`config.mk`:
```
export PLATFORM = sky130hd
export DESIGN_NAME = flash_ring_log_index_flat
export DESIGN_NICKNAME = d
export VERILOG_FILES = /design/src/frli_pkg.sv /design/src/frli_if.sv /design/src/flash_ring_log_index.sv /design/src/frli_ptr.sv /design/src/flat_wrapper.sv
export SDC_FILE = /design/constraint.sdc
export NUM_CORES = 1
export LEC_CHECK = 0
export BUFFER_PORTS_ARGS = -buffer_cell sky130_fd_sc_hd__buf_4
export CORE_MARGIN = 2
export CORE_UTILIZATION = 34
export DETAILED_ROUTE_END_ITERATION = 10
export PLACE_DENSITY = 0.59
export SETUP_SLACK_MARGIN = 0.1
export SYNTH_ARGS = -nofsm -noshare
export SYNTH_HDL_FRONTEND = slang
export SYNTH_HIERARCHICAL = 1
export SYNTH_SLANG_ARGS = --single-unit
```
`constraint.sdc`:
```
create_clock -name clk -period 6.6 [get_ports clk]
set_input_delay 0.99 -clock clk [delete_from_list [all_inputs] [get_ports clk]]
set_output_delay 0.99 -clock clk [all_outputs]
set_load 0.03 [all_outputs]
```
`src/frli_pkg.sv`:
```
// Package for the flash ring log index: geometry constants, operation codes
// and the result record type. No dependencies; every other file imports it.

package frli_pkg;

  // Flash geometry. Slot and block arithmetic below relies on powers of two.
  localparam int NUM_BLOCKS   = 128;
  localparam int BLOCK_BYTES  = 65536;
  localparam int RECORD_BYTES = 16;

  localparam int SLOTS    = BLOCK_BYTES / RECORD_BYTES;
  localparam int CAPACITY = NUM_BLOCKS * SLOTS;

  localparam int BLK_W  = $clog2(NUM_BLOCKS);
  localparam int SLOT_W = $clog2(SLOTS);
  localparam int REC_W  = $clog2(RECORD_BYTES);
  localparam int CNT_W  = $clog2(CAPACITY + 1);

  // Field widths of the channels.
  localparam int INDEX_W = 19;
  localparam int ADDR_W  = 23;
  localparam int EBLK_W  = 7;
  localparam int COUNT_W = 20;

  typedef enum logic {
    OP_APPEND = 1'b0,
    OP_LOOKUP = 1'b1
  } op_t;

  typedef struct packed {
    logic               ok;
    logic [ADDR_W-1:0]  address;
    logic               erase_request;
    logic [EBLK_W-1:0]  erase_block;
    logic [COUNT_W-1:0] record_count;
    logic [COUNT_W-1:0] remaining;
  } res_t;

endpackage

```
`src/frli_if.sv`:
```
// Channel interfaces of the flash ring log index: input items and results.
// Depends on frli_pkg for field widths.

interface frli_in_if import frli_pkg::*; ();
  logic               valid;
  logic               ready;
  logic               op;
  logic [INDEX_W-1:0] index;

  modport source (output valid, output op, output index, input ready);
  modport sink   (input valid, input op, input index, output ready);
endinterface

interface frli_out_if import frli_pkg::*; ();
  logic               valid;
  logic               ready;
  logic               ok;
  logic [ADDR_W-1:0]  address;
  logic               erase_request;
  logic [EBLK_W-1:0]  erase_block;
  logic [COUNT_W-1:0] record_count;
  logic [COUNT_W-1:0] remaining;

  modport source (output valid, output ok, output address, output erase_request,
                  output erase_block, output record_count, output remaining,
                  input ready);
  modport sink   (input valid, input ok, input address, input erase_request,
                  input erase_block, input record_count, input remaining,
                  output ready);
endinterface

```
`src/flash_ring_log_index.sv`:
```
// Top level of the flash ring log index: input register, pointer logic and
// result register. Depends on frli_pkg, frli_if.sv and frli_ptr.
//
//   channel   direction  handshake       payload
//   in_chan   sink       valid / ready   op, index
//   out_chan  source     valid / ready   ok, address, erase_request,
//                                        erase_block, record_count, remaining
//
// Each item waits in the input register, where the pointer logic works on it,
// and then lands in the result register; one item is taken per cycle while
// out_chan takes results. Reset clears both valid flags and all pointers.
// While a result is held back, the input register holds its item and the
// pointers stay put, so in_chan.ready drops once both registers are full.

module flash_ring_log_index import frli_pkg::*; (
  input  logic    clk,
  input  logic    rst_n,
  frli_in_if.sink    in_chan,
  frli_out_if.source out_chan
);

  logic               in_valid_r;
  logic               in_op_r;
  logic [INDEX_W-1:0] in_index_r;
  logic               out_valid_r;
  res_t               out_res_r;
  res_t               res;
  logic               advance;

  // The item in the input register moves on when the result slot frees up.
  assign advance       = in_valid_r && (!out_valid_r || out_chan.ready);
  assign in_chan.ready = !in_valid_r || advance;

  always_ff @(posedge clk) begin
    if (!rst_n) begin
      in_valid_r <= 1'b0;
    end else if (in_chan.ready) begin
      in_valid_r <= in_chan.valid;
    end
  end

  always_ff @(posedge clk) begin
    if (in_chan.ready && in_chan.valid) begin
      in_op_r    <= in_chan.op;
      in_index_r <= in_chan.index;
    end
  end

  frli_ptr u_ptr (
    .clk   (clk),
    .rst_n (rst_n),
    .step  (advance),
    .op    (in_op_r),
    .index (in_index_r),
    .res   (res)
  );

  always_ff @(posedge clk) begin
    if (!rst_n) begin
      out_valid_r <= 1'b0;
    end else if (advance) begin
      out_valid_r <= 1'b1;
    end else if (out_chan.ready) begin
      out_valid_r <= 1'b0;
    end
  end

  always_ff @(posedge clk) begin
    if (advance) begin
      out_res_r <= res;
    end
  end

  assign out_chan.valid         = out_valid_r;
  assign out_chan.ok            = out_res_r.ok;
  assign out_chan.address       = out_res_r.address;
  assign out_chan.erase_request = out_res_r.erase_request;
  assign out_chan.erase_block   = out_res_r.erase_block;
  assign out_chan.record_count  = out_res_r.record_count;
  assign out_chan.remaining     = out_res_r.remaining;

endmodule

```
`src/frli_ptr.sv`:
```
// Write/oldest pointers and record count of the log, with the single-pass
// append and lookup logic. Depends on frli_pkg.

module frli_ptr import frli_pkg::*; (
  input  logic               clk,
  input  logic               rst_n,
  input  logic               step,
  input  logic               op,
  input  logic [INDEX_W-1:0] index,
  output res_t               res
);

  logic [BLK_W-1:0]  write_block_r, write_block_nxt;
  logic [SLOT_W-1:0] write_slot_r, write_slot_nxt;
  logic [BLK_W-1:0]  oldest_block_r, oldest_block_nxt;
  logic [SLOT_W-1:0] oldest_slot_r, oldest_slot_nxt;
  logic [CNT_W-1:0]  record_total_r, record_total_nxt;

  logic              full;
  logic              in_range;
  logic [INDEX_W:0]  off;
  logic [BLK_W-1:0]  look_blk;
  logic [SLOT_W-1:0] look_slot;

  always_ff @(posedge clk) begin
    if (!rst_n) begin
      write_block_r  <= '0;
      write_slot_r   <= '0;
      oldest_block_r <= '0;
      oldest_slot_r  <= '0;
      record_total_r <= '0;
    end else if (step) begin
      write_block_r  <= write_block_nxt;
      write_slot_r   <= write_slot_nxt;
      oldest_block_r <= oldest_block_nxt;
      oldest_slot_r  <= oldest_slot_nxt;
      record_total_r <= record_total_nxt;
    end
  end

  assign full     = (record_total_r == CNT_W'(CAPACITY));
  assign in_range = (CNT_W'(index) < record_total_r);

  // Lookup: the logical index counts slots forward from the oldest record.
  assign off       = (INDEX_W+1)'(oldest_slot_r) + (INDEX_W+1)'(index);
  assign look_slot = off[SLOT_W-1:0];
  assign look_blk  = oldest_block_r + BLK_W'(off >> SLOT_W);

  always_comb begin
    write_block_nxt   = write_block_r;
    write_slot_nxt    = write_slot_r;
    oldest_block_nxt  = oldest_block_r;
    oldest_slot_nxt   = oldest_slot_r;
    record_total_nxt  = record_total_r;
    res.ok            = 1'b0;
    res.address       = '0;
    res.erase_request = 1'b0;
    res.erase_block   = '0;

    if (op == OP_APPEND) begin
      res.ok      = 1'b1;
      res.address = ADDR_W'({write_block_r, write_slot_r, REC_W'(0)});
      if (write_slot_r == SLOT_W'(SLOTS - 1)) begin
        write_slot_nxt    = '0;
        write_block_nxt   = write_block_r + BLK_W'(1);
        res.erase_request = 1'b1;
        res.erase_block   = EBLK_W'(write_block_nxt);
      end else begin
        write_slot_nxt = write_slot_r + SLOT_W'(1);
      end
      // Once full, the count stays at capacity and the oldest record slides.
      if (!full) begin
        record_total_nxt = record_total_r + CNT_W'(1);
      end else if (oldest_slot_r == SLOT_W'(SLOTS - 1)) begin
        oldest_slot_nxt  = '0;
        oldest_block_nxt = oldest_block_r + BLK_W'(1);
      end else begin
        oldest_slot_nxt = oldest_slot_r + SLOT_W'(1);
      end
    end else if (in_range) begin
      res.ok      = 1'b1;
      res.address = ADDR_W'({look_blk, look_slot, REC_W'(0)});
    end

    res.record_count = COUNT_W'(record_total_nxt);
    res.remaining    = (record_total_nxt == CNT_W'(CAPACITY)) ? '0 :
                       COUNT_W'(CNT_W'(CAPACITY) - record_total_nxt);
  end

endmodule
```
`src/flat_wrapper.sv`:
```
// flat-port wrapper written by rule: the top's interface ports become plain ports
module flash_ring_log_index_flat import frli_pkg::*;
  (clk, rst_n, in_chan_valid, in_chan_op, in_chan_index, in_chan_ready, out_chan_valid, out_chan_ok, out_chan_address, out_chan_erase_request, out_chan_erase_block, out_chan_record_count, out_chan_remaining, out_chan_ready);
  frli_in_if in_chan_i ();
  frli_out_if out_chan_i ();
  input  logic clk;
  input  logic rst_n;
  input wire logic [$bits(in_chan_i.valid)-1:0] in_chan_valid;
  input wire logic [$bits(in_chan_i.op)-1:0] in_chan_op;
  input wire logic [$bits(in_chan_i.index)-1:0] in_chan_index;
  output wire logic [$bits(in_chan_i.ready)-1:0] in_chan_ready;
  output wire logic [$bits(out_chan_i.valid)-1:0] out_chan_valid;
  output wire logic [$bits(out_chan_i.ok)-1:0] out_chan_ok;
  output wire logic [$bits(out_chan_i.address)-1:0] out_chan_address;
  output wire logic [$bits(out_chan_i.erase_request)-1:0] out_chan_erase_request;
  output wire logic [$bits(out_chan_i.erase_block)-1:0] out_chan_erase_block;
  output wire logic [$bits(out_chan_i.record_count)-1:0] out_chan_record_count;
  output wire logic [$bits(out_chan_i.remaining)-1:0] out_chan_remaining;
  input wire logic [$bits(out_chan_i.ready)-1:0] out_chan_ready;
  assign in_chan_i.valid = in_chan_valid;
  assign in_chan_i.op = in_chan_op;
  assign in_chan_i.index = in_chan_index;
  assign in_chan_ready = in_chan_i.ready;
  assign out_chan_valid = out_chan_i.valid;
  assign out_chan_ok = out_chan_i.ok;
  assign out_chan_address = out_chan_i.address;
  assign out_chan_erase_request = out_chan_i.erase_request;
  assign out_chan_erase_block = out_chan_i.erase_block;
  assign out_chan_record_count = out_chan_i.record_count;
  assign out_chan_remaining = out_chan_i.remaining;
  assign out_chan_i.ready = out_chan_ready;
  flash_ring_log_index u_core (.clk(clk), .rst_n(rst_n), .in_chan(in_chan_i), .out_chan(out_chan_i));
endmodule
```
After elaboration in Yosys (flattened, before gate mapping):

Index checks and enable logic that the tools add are counted.

* register bits after elaboration: 152
* bits in latches: 0
* RAM bits: 0
* memory bits (read-only): 0
* bits of input ports: 24
* logic and storage cells: 52
* memories kept: 0

* $add $sub $neg: 8
* $mul: 0
* divide/modulo/power cells: 0
* magnitude comparators: 1
* equal/unequal tests: 4
* shifts and indexed selects: 0
* multiplexer cells: 9
* bitwise gates (word level): 2
* reduce and logical (&&, ||, !) cells: 12

Operators by type and width (count)
* $eq A20 B20 Y1 const B: 2
* $mux W20: 2
* $add A12 B1 Y12 const B: 2
* $eq A12 B12 Y1 const B: 2
* $mux W12: 2
* $mux W24: 1
* $mux W23: 1
* $add A20 B1 Y20 const B: 1
* $lt A19 B20 Y1: 1
* $sub A20 B20 Y20 const A: 1
* $add A12 B19 Y19: 1
* $add A7 B1 Y7 const B: 2
* $mux W8: 1
* $add A7 B7 Y7: 1
* $reduce_and A3 Y1: 2
* $reduce_and A4 Y1: 1
* $logic_and A1 B1 Y1: 2
* $logic_not A1 Y1: 2
* $logic_or A1 B1 Y1: 2
* $mux W1: 2
* $not A1 Y1: 2
* $reduce_and A2 Y1: 1
* $reduce_bool A2 Y1: 1
* $reduce_or A2 Y1: 1

Logic depth before layout (Yosys ltp):

* word-level depth: 5
* mapped depth: 18
* gate-level depth less buffers: 18

Cells and area by module:

The synthesis kept the hierarchy.

Modules (own cells, without submodules)
* frli_ptr: times used 1, cells each 691, area an instance 5313.8 µm², seq. area each 1161.1 µm²
* flash_ring_log_index: times used 1, cells each 101, area an instance 2866.5 µm², seq. area each 2802.7 µm²

Worst setup path before layout:

OpenSTA, ideal clock, no wires.

* path kind: input to register
* start: input out_chan_ready
* end: register u_core.u_ptr.oldest_block_r[3]
* library setup time: 0.115 ns
* arrival: 6.214 ns
* path slack: 0.271 ns
* cell stages on the path: 10
* cell sequence: nor2b_4 -> nor2b_1 -> clkbuf_1 -> nor2b_1 -> clkbuf_1 -> nand3_1 -> nor4_2 -> nand4_1 -> xnor2_1 -> and2_1

* cells in the longest elaborated chain, start to end: 3

RTL lines
* start, declared: RTL line flat_wrapper.sv:19 `input wire logic [$bits(out_chan_i.ready)-1:0] out_chan_ready;`
* $logic_or A1 B1 Y1: RTL line flash_ring_log_index.sv:31 `assign advance = in_valid_r && (!out_valid_r || out_chan.ready);`
* $logic_and A1 B1 Y1: RTL line flash_ring_log_index.sv:31
* via u_core.advance: RTL line flash_ring_log_index.sv:28 `logic advance;`
* $reduce_and A4 Y1 (no line)
* end signal, assigned: RTL line frli_ptr.sv:35 `oldest_block_r <= oldest_block_nxt;`
* end, declared: RTL line frli_ptr.sv:15 `logic [BLK_W-1:0] oldest_block_r, oldest_block_nxt;`

The timed path passes the listed nets, and every way through them passes these cells.
A chain may end at the register's enable or synchronous reset.

==> report_table.html <==
<table>
<tr><th>Metric</th><th>Value</th></tr>
<tr><th colspan="2">Worst setup path</th></tr>
<tr><td>Capturing point of the worst reg2reg path</td><td>u_core/out_chan.address[22]</td></tr>
<tr><td>Cell family with the largest share of critical-path delay</td><td>compound AO/OA/AOI/OAI gates</td></tr>
<tr><td>Critical path fanouts, max</td><td>3</td></tr>
<tr><td>Worst stage delay on the critical path</td><td>roughly 420 ps</td></tr>
<tr><td>Worst-case reg-to-reg path depth</td><td>18</td></tr>
<tr><td>Crit path arrival time</td><td>4540 ps</td></tr>
<tr><td>Class of the most critical setup path</td><td>reg -&gt; reg</td></tr>
<tr><td>Worst Path Buf+Inv</td><td>1</td></tr>
<tr><td>CP Cell Sequence</td><td>ha_1, fa_1, a211oi_1, o21ai_0, a211oi_1, o21a_1, nor2_1, xor2_1, ha_1, inv_1, fa_1, nor2b_1, o21ai_0, a21boi_0, nor4_1, a311oi_1, xnor2_1, o31ai_1</td></tr>
<tr><td>Reg-to-reg critical path startpoint</td><td>u_core/in_index_r[0]</td></tr>
<tr><td>Crit-path slowest cell</td><td>sky130_fd_sc_hd__fa_1</td></tr>
<tr><td>Setup crit start kind</td><td>flip-flop</td></tr>
<tr><td>Reg2Reg Setup Slack</td><td>2220 ps</td></tr>
<tr><td>Worst setup EP type</td><td>flip-flop</td></tr>
<tr><td>Critical path required time</td><td>roughly 6800 ps</td></tr>
<tr><th colspan="2">STA</th></tr>
<tr><td>Final setup TNS</td><td>0 ps</td></tr>
<tr><td>Fin. Hold Viols</td><td>0</td></tr>
<tr><td>Setup repair after global routing missed its margin</td><td>false</td></tr>
<tr><td>Worst-case headroom to the max-slew limit</td><td>0.406</td></tr>
<tr><td>Actual transition at the worst max-transition pin</td><td>884 ps</td></tr>
<tr><td>Timing-limited maximum frequency</td><td>228 MHz</td></tr>
<tr><td>Minimum period implied by the final worst setup slack</td><td>4380 ps</td></tr>
<tr><td>Worst-case clock skew</td><td>13.6 ps</td></tr>
<tr><td>Period utilization</td><td>0.663</td></tr>
<tr><td>Worst setup margin</td><td>2220 ps</td></tr>
<tr><td>Final count of pins violating max slew</td><td>0</td></tr>
<tr><td>Final setup vio count</td><td>0</td></tr>
<tr><th colspan="2">Yosys</th></tr>
<tr><td>Ranking of synthesized cells by instance count</td><td>sky130_fd_sc_hd__edfxtp_1 (92), sky130_fd_sc_hd__xnor2_1 (79), sky130_fd_sc_hd__nand2_1 (65)</td></tr>
<tr><td>Most common cell in the netlist</td><td>sky130_fd_sc_hd__edfxtp_1</td></tr>
<tr><td>Combined area of all synthesized cells</td><td>8180 sq um</td></tr>
<tr><td>Number of synthesized register bits</td><td>approximately 150</td></tr>
<tr><td>Total number of yosys warnings</td><td>6</td></tr>
<tr><td>Post-synthesis instance total</td><td>792</td></tr>
<tr><td>Synth Flop Type</td><td>sky130_fd_sc_hd__edfxtp_1</td></tr>
<tr><td>Largest area contributor in the synthesized netlist</td><td>sky130_fd_sc_hd__edfxtp_1</td></tr>
<tr><td>Mean instance size in the synthesized netlist</td><td>10.3 sq um</td></tr>
<tr><td>Biggest area contributors in the synthesized netlist</td><td>sky130_fd_sc_hd__edfxtp_1 (34%), sky130_fd_sc_hd__dfxtp_1 (15%), sky130_fd_sc_hd__xnor2_1 (8.5%), sky130_fd_sc_hd__ha_1 (6.6%), sky130_fd_sc_hd__nand2_1 (3.0%)</td></tr>
<tr><td>Async SR Flop Fraction</td><td>0</td></tr>
<tr><td>Number of enable flip-flop cells after synthesis</td><td>92</td></tr>
<tr><td>Sequential element share of the synthesized area</td><td>0.485</td></tr>
<tr><td>Count of distinct cell types in the synthesized netlist</td><td>62</td></tr>
<tr><td>Share of Yosys cell area claimed by the top area cell type</td><td>0.338</td></tr>
<tr><th colspan="2">Pwr</th></tr>
<tr><td>Peak VDD IR</td><td>0.146 mV</td></tr>
<tr><td>P_leak</td><td>3.69 nW</td></tr>
<tr><td>Total power density per cell area</td><td>227 nW/um^2</td></tr>
<tr><th colspan="2">Route</th></tr>
<tr><td>Number of nets with antenna violations after routing</td><td>0</td></tr>
<tr><td>Pre-Repair DR Iteration Count</td><td>6</td></tr>
<tr><td>Post-detailed-route DRC marker count</td><td>0</td></tr>
<tr><td>Total length of routed wires</td><td>19.0 mm</td></tr>
<tr><td>1st-iter DRT viols</td><td>375</td></tr>
<tr><td>Vias</td><td>5936</td></tr>
<tr><td>Ratio of routed vias to standard cells</td><td>a little under 5</td></tr>
<tr><td>Per-cell routed wire length</td><td>15.6 microns</td></tr>
<tr><th colspan="2">CTS</th></tr>
<tr><td>Hold Buf Count CTS</td><td>0</td></tr>
<tr><td>CTS tree</td><td>built</td></tr>
<tr><td>Clock Sink Count</td><td>between 150 and 200</td></tr>
<tr><td>Insertion delay to the later sink of the worst-skew pair</td><td>440 ps</td></tr>
<tr><td>Quantity of gates resized following cts</td><td>0</td></tr>
<tr><td>Clock transition at the registers of the reported paths</td><td>70 ps</td></tr>
<tr><td>Count of buffers added by post-CTS timing repair for setup</td><td>0</td></tr>
<tr><td>H-Tree Level Count</td><td>4</td></tr>
<tr><td>Clock buffer count from CTS</td><td>17</td></tr>
<tr><td>Maximum clock path buffer count</td><td>2</td></tr>
<tr><td>Cell chosen for the clock root</td><td>sky130_fd_sc_hd__clkbuf_16</td></tr>
<tr><th colspan="2">Placement</th></tr>
<tr><td>Setup slack at placement</td><td>2300 ps</td></tr>
<tr><td>IO Port Bufs</td><td>97</td></tr>
<tr><td>Post-placement cell count</td><td>1187</td></tr>
<tr><td>Routability cong.</td><td>0.878</td></tr>
<tr><td>Half-perimeter wire length after placement</td><td>13.8 mm</td></tr>
<tr><th colspan="2">Die</th></tr>
<tr><td>Total core area</td><td>23500 sq um</td></tr>
<tr><td>Io pins</td><td>98</td></tr>
<tr><td>Die Footprint</td><td>25300 sq um</td></tr>
<tr><td>Initial Util</td><td>0.347</td></tr>
<tr><td>Die Y-Extent</td><td>around 160 microns</td></tr>
<tr><td>Number of cell rows</td><td>56</td></tr>
<tr><td>DIE WIDTH</td><td>159 microns</td></tr>
<tr><th colspan="2">Cells and area</th></tr>
<tr><td>Antenna diode count</td><td>0</td></tr>
<tr><td>Post-synthesis to final-layout area growth</td><td>19.5%</td></tr>
<tr><td>Layout Cells excl Fill</td><td>1219</td></tr>
<tr><td>Nets</td><td>956</td></tr>
<tr><td>Share of layout cells above drive strength 1</td><td>0.169</td></tr>
<tr><th colspan="2">Global route</th></tr>
<tr><td>Number of antenna violations at the first check in global routing</td><td>0</td></tr>
<tr><td>Maximum number of pins on one net before global-route repair</td><td>52</td></tr>
<tr><td>Global-route wire length before repair</td><td>~30 mm</td></tr>
<tr><td>Total global routing track utilization</td><td>0.150</td></tr>
<tr><td>Overflow after GRT</td><td>0</td></tr>
<tr><td>Number of global-route vias before repair</td><td>5657</td></tr>
<tr><th colspan="2">Outcome</th></tr>
<tr><td>Status</td><td>finished, final reports clean</td></tr>
<tr><th colspan="2">Min path</th></tr>
<tr><td>Path category of the worst min-delay check</td><td>reg -&gt; reg</td></tr>
<tr><td>Min-Delay Path Depth</td><td>2</td></tr>
<tr><td>Hold Path Sink</td><td>u_core/u_ptr/write_block_r[3]</td></tr>
<tr><td>Hold_sp</td><td>u_core/u_ptr/write_block_r[3]</td></tr>
<tr><th colspan="2">Run</th></tr>
<tr><td>Max-cap check violation count</td><td>0</td></tr>
</table>
## kinds of logic (layout without fill, tap and decap cells)
kind of cell    count (synthesis)  in the layout  share of synthesized area
other cells                     1              4                   0.000458
xor+xnor                      100            100                      0.107
fa+ha+maj                      45             45                     0.0707
buf+inv                        76            181                     0.0392
flops                         152            152                      0.485
mux                             5              5                    0.00612
simple gates                  297            297                      0.194
compound gates                116            116                     0.0976
## report_power, final
group	switching (mW)	leakage (nW)	internal, mW
logic	0.144	2.10	0.0910
registers	0.0201	1.34	1.05
clock network	0.426	0.254	0.488
## cell type report
type,instances,area [sq um]
Inverter,47,176
Clock inverter,15,121
Sequential cell,152,3960
Fill cell,2306,13800
Multi-Input combinational cell,567,3930
Tap cell,319,399
Timing Repair Buffer,102,766
Clock buffer,17,425
## cells in the final DEF, fill, tap and decap left out, drive strengths merged, types with 25 or more instances in the layout
master / instances
inv: 52
edfxtp: 92
nor2: 55
and2: 37
ha: 43
nand2: 65
nor3: 25
dfxtp: 60
nand3: 36
xnor2: 79
buf: 102
## layer usage
| layer | GRT usage | wire (microns) | up-vias |
|---|---|---|---|
| met5 | 0 | 0 | - |
| met3 | 0.0307 | 866 | 18 |
| met1 | 0.207 | 9030 | 2781 |
| met4 | 0.0450 | 238 | 0 |
| li1 | - | - | 2999 |
| met2 | 0.239 | 8830 | 138 |
## sequential cells by signal, indices dropped and copies added (netlist names)
signal / flops
u_core/in_index_r: 19
u_core/in_op_r: 1
u_core/in_valid_r: 1
u_core/out_chan.address: 23
u_core/out_chan.erase_block: 7
u_core/out_chan.erase_request: 1
u_core/out_chan.ok: 1
u_core/out_chan.record_count: 20
u_core/out_chan.remaining: 20
u_core/out_chan.valid: 1
u_core/u_ptr/oldest_block_r: 7
u_core/u_ptr/oldest_slot_r: 12
u_core/u_ptr/record_total_r: 20
u_core/u_ptr/write_block_r: 7
u_core/u_ptr/write_slot_r: 12
## worst min-delay path: stages, from the launching register on
cell                       delay, ps
sky130_fd_sc_hd__dfxtp_1         330
sky130_fd_sc_hd__o21ai_0          70
sky130_fd_sc_hd__a21boi_0         70
## metrics by stage
| stage | hold WS, ps | power [mW] | utilization | area, sq um |
|---|---|---|---|---|
| 3_3_place_gp | 493 | 1.33 | 0.392 | 9230 |
| 2_1_floorplan | 471 | 1.24 | - | 8190 |
| 5_1_grt | 562 | 2.31 | 0.415 | 9780 |
| 3_5_place_dp | 508 | 1.33 | 0.392 | 9230 |
| 4_1_cts | 519 | 2.25 | 0.415 | 9780 |
| 6_report | 519 | 2.22 | 0.415 | 9780 |
## worst max-delay path by stage
stage / startpoint / end / slack [ps] / depth (start not counted)
2_1_floorplan: out_chan_ready / u_core/u_ptr/oldest_block_r[3] / 270 / 10
5_1_grt: u_core/in_index_r[0] / u_core/out_chan.address[22] / 1890 / 18
6_report: u_core/in_index_r[0] / u_core/out_chan.address[22] / 2220 / 18
3_5_place_dp: u_core/in_index_r[0] / u_core/out_chan.address[22] / 2300 / 18
3_3_place_gp: u_core/in_index_r[0] / u_core/out_chan.address[22] / 2390 / 18
4_1_cts: u_core/in_index_r[0] / u_core/out_chan.address[22] / 2270 / 18
(Power assumes the default switching activity.)
